<file path="config.mk">
export PLATFORM = sky130hd
export DESIGN_NAME = hysteresis_thermostat_scheduler_core
export DESIGN_NICKNAME = d
export VERILOG_FILES = /design/src/hw/rtl/hts_pkg.sv /design/src/hw/rtl/hts_ram.sv /design/src/hw/rtl/hts_table.sv /design/src/hw/rtl/hts_minute_div.sv /design/src/hw/rtl/hysteresis_thermostat_scheduler_core.sv
export SDC_FILE = /design/constraint.sdc
export NUM_CORES = 1
export LEC_CHECK = 0
export ABC_AREA = 1
export BUFFER_PORTS_ARGS = -buffer_cell sky130_fd_sc_hd__buf_4
export CAP_MARGIN = 5
export CORE_ASPECT_RATIO = 1.5
export CORE_MARGIN = 2
export CORE_UTILIZATION = 63
export DETAILED_ROUTE_END_ITERATION = 8
export GPL_ROUTABILITY_DRIVEN = 0
export GPL_TIMING_DRIVEN = 0
export PLACE_DENSITY = 0.81
export SLEW_MARGIN = 5
export SYNTH_ARGS = -nofsm -noshare
export SYNTH_HDL_FRONTEND = slang
export SYNTH_SLANG_ARGS = --single-unit
export TNS_END_PERCENT = 30
</file>
<file path="constraint.sdc">
create_clock -name clk -period 7.55 [get_ports clk]
set_input_delay 1.51 -clock clk [delete_from_list [all_inputs] [get_ports clk]]
set_output_delay 1.51 -clock clk [all_outputs]
set_load 0.05 [all_outputs]
</file>
<file path="src/hw/rtl/hts_pkg.sv">
// shared types and constants of the hysteresis thermostat scheduler
package hts_pkg;

  // milliseconds in one minute
  localparam logic [31:0] MS_PER_MINUTE = 32'd60000;

  // minute = ((ms >> 5) * MINUTE_RECIP) >> MINUTE_SHIFT, exact for every 32-bit time
  // (60000 = 32 * 1875, reciprocal of 1875 rounded up to 28 bits)
  localparam int          MINUTE_PRESHIFT = 5;
  localparam int          MINUTE_RECIP_W  = 28;
  localparam logic [27:0] MINUTE_RECIP    = 28'd146601551;
  localparam int          MINUTE_SHIFT    = 38;

  // item operation codes
  localparam logic OP_SAMPLE = 1'b0;
  localparam logic OP_WRITE  = 1'b1;

  // mode register codes
  localparam logic MODE_FIXED   = 1'b0;
  localparam logic MODE_PROGRAM = 1'b1;

  // configuration register indexes
  localparam logic [1:0] CFG_MODE      = 2'd0;
  localparam logic [1:0] CFG_TARGET    = 2'd1;
  localparam logic [1:0] CFG_STOP_TIME = 2'd2;
  localparam logic [1:0] CFG_HYST      = 2'd3;

  // hysteresis value after reset
  localparam logic [7:0] HYST_RESET = 8'd16;

  // one program table point
  typedef struct packed {
    logic [15:0]        minute;
    logic signed [11:0] temp;
  } point_t;

endpackage

</file>
<file path="src/hw/rtl/hts_ram.sv">
// generic single-port-write, single-port-read ram with registered read
module hts_ram #(
  parameter int WIDTH = 8,
  parameter int DEPTH = 8,
  localparam int AW = (DEPTH > 1) ? $clog2(DEPTH) : 1
) (
  input  logic             clk,
  input  logic             we,
  input  logic [AW-1:0]    waddr,
  input  logic [WIDTH-1:0] wdata,
  input  logic             re,
  input  logic [AW-1:0]    raddr,
  output logic [WIDTH-1:0] rdata
);

  logic [WIDTH-1:0] mem [DEPTH];

  // write and registered read
  always_ff @(posedge clk) begin
    if (we) begin
      mem[waddr] <= wdata;
    end
    if (re) begin
      rdata <= mem[raddr];
    end
  end

endmodule

</file>
<file path="src/hw/rtl/hts_table.sv">
// program table: ram plus per-entry valid bits so unwritten points read as zero
module hts_table #(
  parameter int POINTS = 8,
  localparam int AW = (POINTS > 1) ? $clog2(POINTS) : 1
) (
  input  logic            clk,
  input  logic            rst,
  input  logic            wr_en,
  input  logic [AW-1:0]   wr_addr,
  input  hts_pkg::point_t wr_data,
  input  logic            rd_en,
  input  logic [AW-1:0]   rd_addr,
  output hts_pkg::point_t rd_data
);

  logic [POINTS-1:0]                 vld;
  logic                              vld_q;
  logic [$bits(hts_pkg::point_t)-1:0] ram_q;

  hts_ram #(
    .WIDTH ($bits(hts_pkg::point_t)),
    .DEPTH (POINTS)
  ) u_ram (
    .clk   (clk),
    .we    (wr_en),
    .waddr (wr_addr),
    .wdata (wr_data),
    .re    (rd_en),
    .raddr (rd_addr),
    .rdata (ram_q)
  );

  // valid bits, cleared at reset, sampled alongside the ram read
  always_ff @(posedge clk) begin
    if (rst) begin
      vld   <= '0;
      vld_q <= 1'b0;
    end else begin
      if (wr_en) begin
        vld[wr_addr] <= 1'b1;
      end
      if (rd_en) begin
        vld_q <= vld[rd_addr];
      end
    end
  end

  // never-written entries read as zero
  assign rd_data = vld_q ? hts_pkg::point_t'(ram_q) : '0;

endmodule

</file>
<file path="src/hw/rtl/hts_minute_div.sv">
// current minute from milliseconds: shift out the factor 32, then multiply by a reciprocal
module hts_minute_div (
  input  logic        clk,
  input  logic        rst,
  input  logic        start,
  input  logic [31:0] now_ms,
  output logic        done,
  output logic [15:0] minute
);

  localparam int NW = 32 - hts_pkg::MINUTE_PRESHIFT;
  localparam int RW = hts_pkg::MINUTE_RECIP_W;
  localparam int PW = NW + RW;

  logic          busy;
  logic [NW-1:0] num;
  logic [PW-1:0] prod;

  // start latches the shifted time, then the busy state forms the product and raises done
  always_ff @(posedge clk) begin
    if (rst) begin
      busy <= 1'b0;
      done <= 1'b0;
    end else begin
      done <= 1'b0;
      if (start) begin
        busy <= 1'b1;
        num  <= now_ms[31:hts_pkg::MINUTE_PRESHIFT];
      end else if (busy) begin
        busy <= 1'b0;
        done <= 1'b1;
        prod <= PW'(num) * PW'(hts_pkg::MINUTE_RECIP);
      end
    end
  end

  // minute truncated to 16 bits
  assign minute = prod[hts_pkg::MINUTE_SHIFT +: 16];

endmodule

</file>
<file path="src/hw/rtl/hysteresis_thermostat_scheduler_core.sv">
// top level of the hysteresis thermostat scheduler
//
//  channel  direction  handshake               payload
//  in       input      in_valid / in_ready     operation .. point_temp
//  out      output     out_valid / out_ready   heater, alarm, active_point, active_target
//  cfg      input      cfg_wr_en               cfg_index, cfg_wdata
//
// table writes and fixed-mode samples go from accept to the final decision and on to the
// result register; a new item is taken only once the last one has reached that register.
// program-mode samples first pass the reciprocal minute divider, then a scan that reads
// the points in table order and stops at the first point whose minute is still ahead,
// then the final decision (each ram read overlaps the check of the previous point).
// reset clears flags, config registers and the table valid bits; no clearing pass.
// one item in flight; a full result register stalls completion, not the divider or scan.
module hysteresis_thermostat_scheduler_core #(
  parameter int POINTS = 8
) (
  input  logic               clk,
  input  logic               rst,
  input  logic               in_valid,
  output logic               in_ready,
  input  logic               operation,
  input  logic signed [11:0] temperature,
  input  logic               sensor_valid,
  input  logic [31:0]        now_ms,
  input  logic [2:0]         point_index,
  input  logic [15:0]        point_minute,
  input  logic signed [11:0] point_temp,
  output logic               out_valid,
  input  logic               out_ready,
  output logic               heater,
  output logic               alarm,
  output logic [3:0]         active_point,
  output logic signed [11:0] active_target,
  input  logic               cfg_wr_en,
  input  logic [1:0]         cfg_index,
  input  logic [31:0]        cfg_wdata
);

  localparam int AW = (POINTS > 1) ? $clog2(POINTS) : 1;
  localparam int CW = $clog2(POINTS + 1);

  typedef enum logic [1:0] {
    S_IDLE,
    S_DIV,
    S_SCAN,
    S_FIN
  } state_t;

  state_t state;

  // configuration registers
  logic               mode;
  logic signed [11:0] target_temp;
  logic [31:0]        stop_time_ms;
  logic [7:0]         hysteresis;

  // held control flags
  logic heater_flag;
  logic alarm_flag;

  // latched item
  logic               op_q;
  logic signed [11:0] temp_q;
  logic               sens_q;
  logic [31:0]        now_q;
  logic [2:0]         pidx_q;
  logic [15:0]        pmin_q;
  logic signed [11:0] ptemp_q;

  // schedule scan
  logic [CW-1:0]      rd_idx;
  logic [CW-1:0]      chk_idx;
  logic               chk_pend;
  logic [CW-1:0]      sched_point;
  logic signed [11:0] sched_target;

  logic               accept;
  logic               div_start;
  logic               div_done;
  logic [15:0]        minute;
  logic               tbl_wr;
  logic               tbl_rd;
  hts_pkg::point_t    tbl_wdata;
  hts_pkg::point_t    tbl_q;
  logic               can_load;

  // result of the final decision
  logic               heat_n;
  logic               alarm_n;
  logic [CW-1:0]      point_n;
  logic signed [11:0] target_n;
  logic               do_reg;
  logic signed [13:0] low_bound;

  assign in_ready  = (state == S_IDLE);
  assign accept    = in_valid && in_ready;
  assign div_start = accept && (operation == hts_pkg::OP_SAMPLE) &&
                     (mode == hts_pkg::MODE_PROGRAM);
  assign can_load  = !out_valid || out_ready;

  hts_minute_div u_div (
    .clk    (clk),
    .rst    (rst),
    .start  (div_start),
    .now_ms (now_ms),
    .done   (div_done),
    .minute (minute)
  );

  // table access: writes at completion, reads during the scan
  assign tbl_wr    = (state == S_FIN) && can_load && (op_q == hts_pkg::OP_WRITE) &&
                     (32'(pidx_q) < 32'(POINTS));
  assign tbl_wdata = '{minute: pmin_q, temp: ptemp_q};
  assign tbl_rd    = (state == S_SCAN) && (32'(rd_idx) < 32'(POINTS));

  hts_table #(
    .POINTS (POINTS)
  ) u_table (
    .clk     (clk),
    .rst     (rst),
    .wr_en   (tbl_wr),
    .wr_addr (AW'(pidx_q)),
    .wr_data (tbl_wdata),
    .rd_en   (tbl_rd),
    .rd_addr (rd_idx[AW-1:0]),
    .rd_data (tbl_q)
  );

  // configuration writes
  always_ff @(posedge clk) begin
    if (rst) begin
      mode         <= hts_pkg::MODE_FIXED;
      target_temp  <= '0;
      stop_time_ms <= '0;
      hysteresis   <= hts_pkg::HYST_RESET;
    end else if (cfg_wr_en) begin
      case (cfg_index)
        hts_pkg::CFG_MODE:      mode         <= cfg_wdata[0];
        hts_pkg::CFG_TARGET:    target_temp  <= cfg_wdata[11:0];
        hts_pkg::CFG_STOP_TIME: stop_time_ms <= cfg_wdata;
        hts_pkg::CFG_HYST:      hysteresis   <= cfg_wdata[7:0];
        default: ;
      endcase
    end
  end

  // final decision: target selection and hysteresis regulation
  always_comb begin
    heat_n   = heater_flag;
    alarm_n  = alarm_flag;
    point_n  = '0;
    target_n = '0;
    do_reg   = 1'b0;
    if (op_q == hts_pkg::OP_SAMPLE) begin
      if (mode == hts_pkg::MODE_FIXED) begin
        target_n = target_temp;
        do_reg   = (stop_time_ms == '0) || (now_q < stop_time_ms);
      end else begin
        point_n  = sched_point;
        target_n = sched_target;
        do_reg   = (sched_point != CW'(POINTS));
      end
      // stopped or schedule finished: heater off, alarm cleared
      heat_n  = 1'b0;
      alarm_n = 1'b0;
    end
    low_bound = 14'(target_n) - $signed({6'b0, hysteresis});
    if (do_reg) begin
      if (!sens_q) begin
        alarm_n = 1'b1;
        heat_n  = 1'b0;
      end else begin
        alarm_n = 1'b0;
        if (temp_q >= target_n) begin
          heat_n = 1'b0;
        end else if (14'(temp_q) < low_bound) begin
          heat_n = 1'b1;
        end else begin
          heat_n = heater_flag;
        end
      end
    end
  end

  // control sequencer and result register
  always_ff @(posedge clk) begin
    if (rst) begin
      state       <= S_IDLE;
      out_valid   <= 1'b0;
      heater_flag <= 1'b0;
      alarm_flag  <= 1'b0;
      chk_pend    <= 1'b0;
    end else begin
      // result taken while no new one is loaded
      if (out_valid && out_ready && (state != S_FIN)) begin
        out_valid <= 1'b0;
      end
      case (state)
        S_IDLE: begin
          if (accept) begin
            op_q    <= operation;
            temp_q  <= temperature;
            sens_q  <= sensor_valid;
            now_q   <= now_ms;
            pidx_q  <= point_index;
            pmin_q  <= point_minute;
            ptemp_q <= point_temp;
            state   <= div_start ? S_DIV : S_FIN;
          end
        end
        S_DIV: begin
          if (div_done) begin
            rd_idx   <= '0;
            chk_pend <= 1'b0;
            state    <= S_SCAN;
          end
        end
        S_SCAN: begin
          // issue the next read while checking the previous one
          if (tbl_rd) begin
            rd_idx <= rd_idx + 1'b1;
          end
          chk_pend <= tbl_rd;
          chk_idx  <= rd_idx;
          if (chk_pend) begin
            if (minute < tbl_q.minute) begin
              sched_point  <= chk_idx;
              sched_target <= tbl_q.temp;
              state        <= S_FIN;
            end else if (chk_idx == CW'(POINTS - 1)) begin
              sched_point  <= CW'(POINTS);
              sched_target <= '0;
              state        <= S_FIN;
            end
          end
        end
        S_FIN: begin
          if (can_load) begin
            out_valid     <= 1'b1;
            heater        <= heat_n;
            alarm         <= alarm_n;
            active_point  <= 4'(point_n);
            active_target <= target_n;
            heater_flag   <= heat_n;
            alarm_flag    <= alarm_n;
            state         <= S_IDLE;
          end
        end
        default: state <= S_IDLE;
      endcase
    end
  end

endmodule

</file>
==> metrics.csv, run 1 <==
stage,metric,value,unit
status,status,"finished, final reports clean",
final_layout,Multi-input gate area,0.0164,mm²
logic_synthesis,Yosys reg bits,484,
floorplan,Cell Rows,102,
sta,Fin. Hold Viols,0,
global_routing,initial antenna violation count,6,
sta,Max-slew headroom,18.5,%
critical_path,slowest CP cell,edfxtp_1,
min_path,Worst Hold Class,reg -> reg,
final_layout,synthesis-to-finish area growth,11.1,%
critical_path,"Req. time, crit path",7890,ps
critical_path,WP data arrival,7370,ps
global_routing,largest net degree at the start of global routing,32,
clock_tree,root buf cell,clkbuf_16,
drt,Pre-antenna DRT Iters,6,
place,port buffer count,135,
clock_tree,"Clk Latency, worst-skew pair",590,ps
critical_path,Worst Setup Path Type,reg -> reg,
critical_path,critical-path cell list,"inv_1, fa_1, inv_1, ha_1, fa_1, inv_1, fa_1, inv_1, fa_1, inv_1, fa_1, fa_1, inv_1, ha_1, nand2_1, inv_1, a21oi_1, o31ai_1, a21oi_1, nand3_2, nand2_2, nand2_1, nand2_1, nand2_1",
power_and_ir_drop,Psw,0.00345,W
clock_tree,Worst-path clk slew,70,ps
final_layout,layout cells sized above 1,8.84,%
flow_run,max-cap violation count,0,
global_routing,GRT overflow,0,
clock_tree,total CTS buffers,43,
drt,# DRC,0,
floorplan,Die Span Y,284,µm
logic_synthesis,register area share after synthesis,42.1,%
critical_path,Critical path buffers and inverters,7,
power_and_ir_drop,Design Power,0.00904,W
sta,RSZ-0062 raised after global routing,false,
clock_tree,hold buffers post-CTS,0,
power_and_ir_drop,Sw Share,38.2,%
global_routing,GRT Util Overall,34.3,%
critical_path,Crit path top cell by count,inv_1,
sta,Final TNS setup,0,ps
clock_tree,CTS max path bufs,3,
power_and_ir_drop,Internal,0.00558,W
place,Final HPWL DP,69900,µm
clock_tree,CTS tree,yes,
clock_tree,TritonCTS Sinks,484,
sta,Setup Skew,26.2,ps
clock_tree,Post-CTS Setup Repair Bufs,0,
sta,crit share post-route,93.1,%
floorplan,Initial Util,63.8,%
drt,Vias/cell,5.90,
critical_path,CP Capture Type,register,
power_and_ir_drop,clock network power share,24.8,%
floorplan,core area,0.0516,mm²
sta,FMAX,0.142,GHz
logic_synthesis,Cells after Synth,3139,
power_and_ir_drop,VDD IR max,0.255,mV
drt,Initial DRC Count,1945,
clock_tree,Post-CTS Resized,0,
final_layout,"commonest non-fill, non-tap cell in the layout",inv_1,
drt,Routed Antenna Nets,0,
power_and_ir_drop,Flop pwr share,36.1,%
logic_synthesis,Mapped Nets,3898,
critical_path,Startpoint Class,register,
critical_path,Crit path max-delay family,adder cells,
final_layout,most frequent cells in the layout,"inv_1 (647), edfxtp_1 (414), nor2_1 (383), ha_1 (353), fa_1 (290)",
clock_tree,H-tree depth,2,
logic_synthesis,Synth Cell Area,0.0329,mm²
drt,final wirelength,90000,µm
floorplan,DIE AREA,0.0541,mm²
power_and_ir_drop,Pleak,16.1,nW
final_layout,# fillers,3465,
sta,minimum clock period,7030,ps
global_routing,vias in the first global route,25700,
floorplan,Die Wd,191,µm
critical_path,CP peak stage delay,760,ps
logic_synthesis,Yosys cell types,41,
final_layout,sequential cell area,0.0138,mm²
drt,Vias,23900,
floorplan,IO Pins,136,
drt,Avg WL per Cell,22.2,µm
power_and_ir_drop,Pwr per Cell Area,247,mW/mm²
critical_path,Crit Path Max Fanout,9,
sta,Worst Tran Pin Value,1220,ps
sta,Finish-stage setup viols,0,
power_and_ir_drop,Comb pwr share,39.1,%
global_routing,first-pass GRT wire length,139000,µm
sta,Final Max Tran Viols,0,
final_layout,number of nets in the layout,4096,
logic_synthesis,syn avg cell area,10.5,µm²
logic_synthesis,number of synthesis warnings,0,
-- metal layers --
metal  vias to the layer above  global-route usage, %  share of wire, %
met5                         -                      0             0.030
met4                         4                   25.8               8.8
met3                       458                   9.11               7.3
met2                      1263                   60.4                52
met1                     11600                   34.1                32
li1                      10600                      -                 -
-- area by class of cell --
cell class	instances	share of cell area [%]
clock inverters	31	0.884
well taps	676	2.32
repair buffers	153	3.51
clock buffers	49	3.01
flip-flops and latches	484	37.9
diodes	5	0.0342
multi-input cells	1930	44.8
inverters	656	6.74
plain buffers	69	0.818
-- tightest hold or removal path: cells and delay by family (launching register included) --
kind,cells,cell delay (ps)
buffers and inverters,1,60
DFF,1,330
AOI/OAI and AO/OA,1,50
-- metrics by stage --
| step | utilization, % | area, µm² | hold slack, ps | worst slack [ps] | std cells |
|---|---|---|---|---|---|
| floorplan | - | 32900 | 433 | 1520 | 3139 |
| global placement | 67.4 | 34800 | 451 | -194 | 3950 |
| detailed placement | 68.1 | 35100 | 463 | 692 | 3968 |
| CTS | 70.8 | 36500 | 474 | 666 | 4048 |
| global route | 70.8 | 36500 | 500 | 137 | 4048 |
| finish | 70.9 | 36500 | 479 | 520 | 4053 |
-- path summary, 6_finish.rpt --
| kind | cells after the start | to | start | slack, ps |
|---|---|---|---|---|
| setup / recovery | 24 | u_div.prod[52]$_DFFE_PP_ | u_div.num[9]$_DFFE_PP_ | 520 |
| hold / removal | 2 | stop_time_ms[0]$_SDFFE_PP0P_ | stop_time_ms[0]$_SDFFE_PP0P_ | 480 |
| setup reg to reg | 24 | u_div.prod[52]$_DFFE_PP_ | u_div.num[9]$_DFFE_PP_ | 520 |
| hold reg to reg | 2 | stop_time_ms[0]$_SDFFE_PP0P_ | stop_time_ms[0]$_SDFFE_PP0P_ | 480 |
-- sequential cells by signal, indices dropped and copies added, names as in the netlist, 8 cells and up --
signal	flops
active_target	12
hysteresis	8
now_q	32
pmin_q	16
ptemp_q	12
sched_target	12
stop_time_ms	32
target_temp	12
temp_q	12
u_div.num	27
u_div.prod	16
u_table.u_ram.mem	224
u_table.u_ram.rdata	28
u_table.vld	8
-- cell families (layout without fill, tap and decap cells) --
logic type / after synthesis / in the layout / share of synthesized area (%)
AO/OA/AOI/OAI: 471 / 471 / 7.72
AND/OR/NAND/NOR: 790 / 790 / 10.1
other: 0 / 5 / 0
XOR/XNOR: 26 / 26 / 0.692
buffers and inverters: 725 / 958 / 8.40
adder cells (fa/ha/maj): 643 / 643 / 31.1
flip-flops: 484 / 484 / 42.1
-- synth_stat cells (all sizes together) --
library cell,n,share of area (%)
buf,14,0.28
o21a,2,0.046
a21oi,147,2.2
fa,290,18
or2,11,0.21
and3,2,0.038
o211ai,5,0.11
dfxtp,70,4.3
nand3b,3,0.068
xnor2,9,0.24
nand4,9,0.17
o31ai,1,0.023
edfxtp,414,38
nand3,50,0.84
nor3,38,0.68
clkbuf,55,0.63
a21o,11,0.25
nor2,407,4.8
nand2,258,3.0
a211oi,3,0.068
xor2,17,0.45
inv,656,7.5
nor4,12,0.27
o21bai,12,0.27
o221ai,2,0.053
a31oi,40,0.76
ha,353,13
o21ai,219,3.3
o22ai,28,0.53
a2111oi,1,0.027
-- power groups by stage --
stage	sequential, W	combinational [W]	clock, W
after floorplan	0.00331	0.00234	0
after global placement	0.00332	0.00328	0
after detailed placement	0.00332	0.00341	0
after CTS	0.00326	0.00345	0.00224
after global routing	0.00328	0.00390	0.00234
final	0.00326	0.00353	0.00224
(Power assumes the default switching activity.)
==> run 2: changes to the inputs <==
ABC_AREA = not set   (was 1)
==> run 2 against run 1 <==
  * The run now ends with max-capacitance violations, max-slew violations left
  * Sequential cell count unchanged
  * Clock-buffer cell count up 3
  * Global-route usage down 1.8 points
  * Clock skew up 9.2 ps
  * First-iteration DRC count down 29%
  * Area after synthesis down 3.4%
  * Clock power down 3%
  * Sequential share of layout area up 1.0 points
  * Die area down 3.4%
  * Sequential power down 2%
  * Power down 19%
==> metrics.csv, run 2 <==
stage,metric,value,unit,change
drt,# DRC,0,,unchanged
place,port buffer count,134,,was 135
final_layout,most frequent cells in the layout,"inv_1 (519), edfxtp_1 (414), ha_1 (353), fa_1 (284), buf_4 (165)",,"was inv_1 (647), edfxtp_1 (414), nor2_1 (383), ha_1 (353), fa_1 (290)"
drt,final wirelength,81800,µm,was 90000 µm
logic_synthesis,Synth Area in Compound Gates,5.29,%,was 7.72%
drt,Vias/cell,5.89,,was 5.90
sta,minimum clock period,7350,ps,was 7030 ps
logic_synthesis,cell taking the most area after synthesis,edfxtp_1,,unchanged
clock_tree,Worst-path clk slew,70,ps,about the same
logic_synthesis,synth top area cells,"edfxtp_1 (39%), fa_1 (18%), ha_1 (14%), inv_1 (6.1%), dfxtp_1 (4.4%)",,"was edfxtp_1 (38%), fa_1 (18%), ha_1 (13%), inv_1 (7.4%), nor2_1 (4.5%)"
power_and_ir_drop,Pleak,15.3,nW,was 16.1 nW
logic_synthesis,largest family of logic cells by synthesized area,adder cells,,unchanged
place,Final HPWL DP,62400,µm,was 69900 µm
critical_path,"Req. time, crit path",7850,ps,was 7890 ps
clock_tree,CTS tree,yes,,unchanged
logic_synthesis,asr flop ratio synth,0,%,unchanged
drt,Avg WL per Cell,24.2,µm,was 22.2 µm
floorplan,core area,0.0497,mm²,was 0.0516 mm²
power_and_ir_drop,Design Power,0.00734,W,was 0.00904 W
final_layout,number of nets in the layout,3446,,was 4096
final_layout,Util after Layout,71.6,%,was 70.9%
flow_run,max-cap violation count,1,,was 0
drt,Vias,19900,,was 23900
logic_synthesis,Main synth FF type,edfxtp_1,,unchanged
final_layout,sequential cell area,0.0138,mm²,unchanged
final_layout,layout cells sized above 1,13.8,%,was 8.84%
critical_path,WP data arrival,7650,ps,was 7370 ps
logic_synthesis,number of synthesis warnings,0,,unchanged
status,status,finished with violations,,"was finished, final reports clean"
critical_path,CP Capture Type,register,,unchanged
global_routing,GRT overflow,0,,unchanged
sta,Max-slew headroom,-1.20,%,was 18.5%
clock_tree,TritonCTS Sinks,484,,unchanged
final_layout,Multi-input gate area,0.0159,mm²,was 0.0164 mm²
clock_tree,hold buffers post-CTS,0,,unchanged
global_routing,initial antenna violation count,8,,was 6
global_routing,largest net degree at the start of global routing,42,,was 32
logic_synthesis,post-synthesis mux area share,5.96,%,was 0%
logic_synthesis,Synth Cell Area,0.0318,mm²,was 0.0329 mm²
final_layout,"commonest non-fill, non-tap cell in the layout",inv_1,,unchanged
clock_tree,CTS max path bufs,3,,unchanged
logic_synthesis,register area share after synthesis,43.5,%,was 42.1%
logic_synthesis,Synth top area share,39.1,%,was 37.8%
final_layout,# fillers,3143,,was 3465
final_layout,final non-filler cell area,0.0356,mm²,was 0.0365 mm²
power_and_ir_drop,Pwr per Cell Area,206,mW/mm²,was 247 mW/mm²
status,violated checks,"max-capacitance violations, max-slew violations",,
logic_synthesis,Yosys reg bits,484,,unchanged
clock_tree,total CTS buffers,42,,was 43
logic_synthesis,Yosys cell types,62,,was 41
global_routing,vias in the first global route,21900,,was 25700
logic_synthesis,most common cell in the netlist,inv_1,,unchanged
floorplan,Die Span Y,279,µm,was 284 µm
critical_path,Worst Setup Path Type,reg -> reg,,unchanged
logic_synthesis,syn avg cell area,12.9,µm²,was 10.5 µm²
final_layout,synthesis-to-finish area growth,12.0,%,was 11.1%
clock_tree,"Clk Latency, worst-skew pair",580,ps,was 590 ps
sta,FMAX,0.136,GHz,was 0.142 GHz
global_routing,GRT Util Overall,32.5,%,was 34.3%
global_routing,first-pass GRT wire length,125000,µm,was 139000 µm
place,placed standard-cell area,0.0339,mm²,was 0.0351 mm²
drt,Pre-antenna DRT Iters,5,,was 6
logic_synthesis,Mapped Nets,3223,,was 3898
critical_path,Crit Path Max Fanout,4,,was 9
drt,Initial DRC Count,1386,,was 1945
final_layout,most flop-heavy register,u_table.u_ram.mem,,unchanged
floorplan,IO Pins,136,,unchanged
logic_synthesis,Synth Area in Simple Gates,5.53,%,was 10.1%
logic_synthesis,number of synthesized flops with an enable pin,414,,unchanged
sta,Finish-stage setup viols,0,,unchanged
logic_synthesis,adder-cell share of the synthesized area,32.2,%,was 31.1%
floorplan,Die Wd,187,µm,was 191 µm
floorplan,DIE AREA,0.0523,mm²,was 0.0541 mm²
logic_synthesis,Post-Synth XOR/XNOR Area,0.882,%,was 0.692%
floorplan,Cell Rows,100,,was 102
power_and_ir_drop,VDD IR max,0.247,mV,was 0.255 mV
sta,Final Max Tran Viols,3,,was 0
sta,Setup Skew,35.4,ps,was 26.2 ps
floorplan,Initial Util,64.0,%,was 63.8%
logic_synthesis,Cells after Synth,2464,,was 3139
final_layout,top flop regs,"u_table.u_ram.mem: 224 flops, now_q: 32 flops, stop_time_ms: 32 flops",,unchanged
clock_tree,root buf cell,clkbuf_16,,unchanged
sta,crit share post-route,97.3,%,was 93.1%
min_path,Worst Hold Class,reg -> reg,,unchanged
clock_tree,H-tree depth,2,,unchanged
drt,Routed Antenna Nets,0,,unchanged
sta,Fin. Hold Viols,0,,unchanged
logic_synthesis,commonest cells in the synthesized netlist,"inv_1 (518), edfxtp_1 (414), ha_1 (353)",,"was inv_1 (647), edfxtp_1 (414), nor2_1 (392)"
critical_path,Startpoint Class,register,,unchanged
sta,Worst Tran Pin Value,1520,ps,was 1220 ps
sta,Hold Slack,456,ps,was 479 ps
final_layout,Largest register FFs,224,,unchanged
[run 2: cell types whose count changed after synthesis, sizes merged, moves of 36 or more]
cell | previous run | this run
a21o | 11 | 48
a21oi | 147 | 106
a31oi | 40 | 3
inv | 656 | 518
mux4 | 0 | 58
nand2 | 258 | 139
nand3 | 50 | 14
nor2 | 407 | 88
o21ai | 219 | 35
[run 2: metal layers]
layer  up-vias  track usage, %  share of wire (%)
met5         -               0               0.10
li1       8813               -                  -
met1      9795            32.6                 32
met4        12            26.8                9.9
met3       414            9.01                7.7
met2       897            56.3                 51
[run 2: stage by stage]
stage | instances | setup slack (ps) | setup TNS (ps)
2_1_floorplan | 2464 | 957 | 0
3_3_place_gp | 3261 | -36.9 | -36.9
3_5_place_dp | 3276 | -143 | -343
4_1_cts | 3355 | 110 | 0
5_1_grt | 3384 | -36.6 | -58.2
6_report | 3385 | 204 | 0
[run 2: what timing repair did]
item                                   4_1_cts  5_1_grt
endpoints found under the hold margin        0        0
resized for setup                            1       11
setup endpoints to repair                    6       16
buffers inserted                             1       29
pin swaps                                    0        1
[run 2: cell families (layout without fill, tap and decap cells)]
logic type / count (synthesis) / count (layout)
XOR/XNOR: 32 / 32
buffers and inverters: 560 / 817
flip-flops: 484 / 484
AND/OR/NAND/NOR: 370 / 370
adder cells (fa/ha/maj): 643 / 643
multiplexers: 113 / 113
AO/OA/AOI/OAI: 262 / 262
other: 0 / 1
[run 2: area by class of cell]
type | count | area share [%]
Antenna cell | 1 | 0.00703
Buffer | 42 | 0.447
Clock buffer | 52 | 3.12
Clock inverter | 26 | 0.816
Inverter | 518 | 5.47
Multi-Input combinational cell | 1420 | 44.8
Sequential cell | 484 | 38.9
Tap cell | 663 | 2.33
Timing Repair Buffer | 179 | 4.13
[run 2: worst paths after layout]
kind	from	end	slack, ps	cells after the start
setup / recovery	u_div.num[7]$_DFFE_PP_	u_div.prod[53]$_DFFE_PP_	200	18
hold / removal	hysteresis[5]$_SDFFE_PP0P_	hysteresis[5]$_SDFFE_PP0P_	460	2
setup reg to reg	u_div.num[7]$_DFFE_PP_	u_div.prod[53]$_DFFE_PP_	200	18
hold reg to reg	hysteresis[5]$_SDFFE_PP0P_	hysteresis[5]$_SDFFE_PP0P_	460	2
[run 2: report_power, final]
part           switching [W]  internal, W
logic                0.00117     0.000809
registers          0.0000852      0.00309
clock network       0.000980      0.00120
total                0.00223      0.00510
[run 2: critical path: stages (launching register included)]
cell and delay, ps:
edfxtp_1 510, fa_2 660, inv_1 120, fa_1 740, inv_1 170, ha_1 350
fa_1 480, fa_1 620, fa_1 670, inv_1 90, fa_1 540, inv_1 40
ha_1 330, nor2b_1 190, o311ai_0 180, a211oi_1 490, nor3_1 200, o31ai_1 540
xnor2_1 140
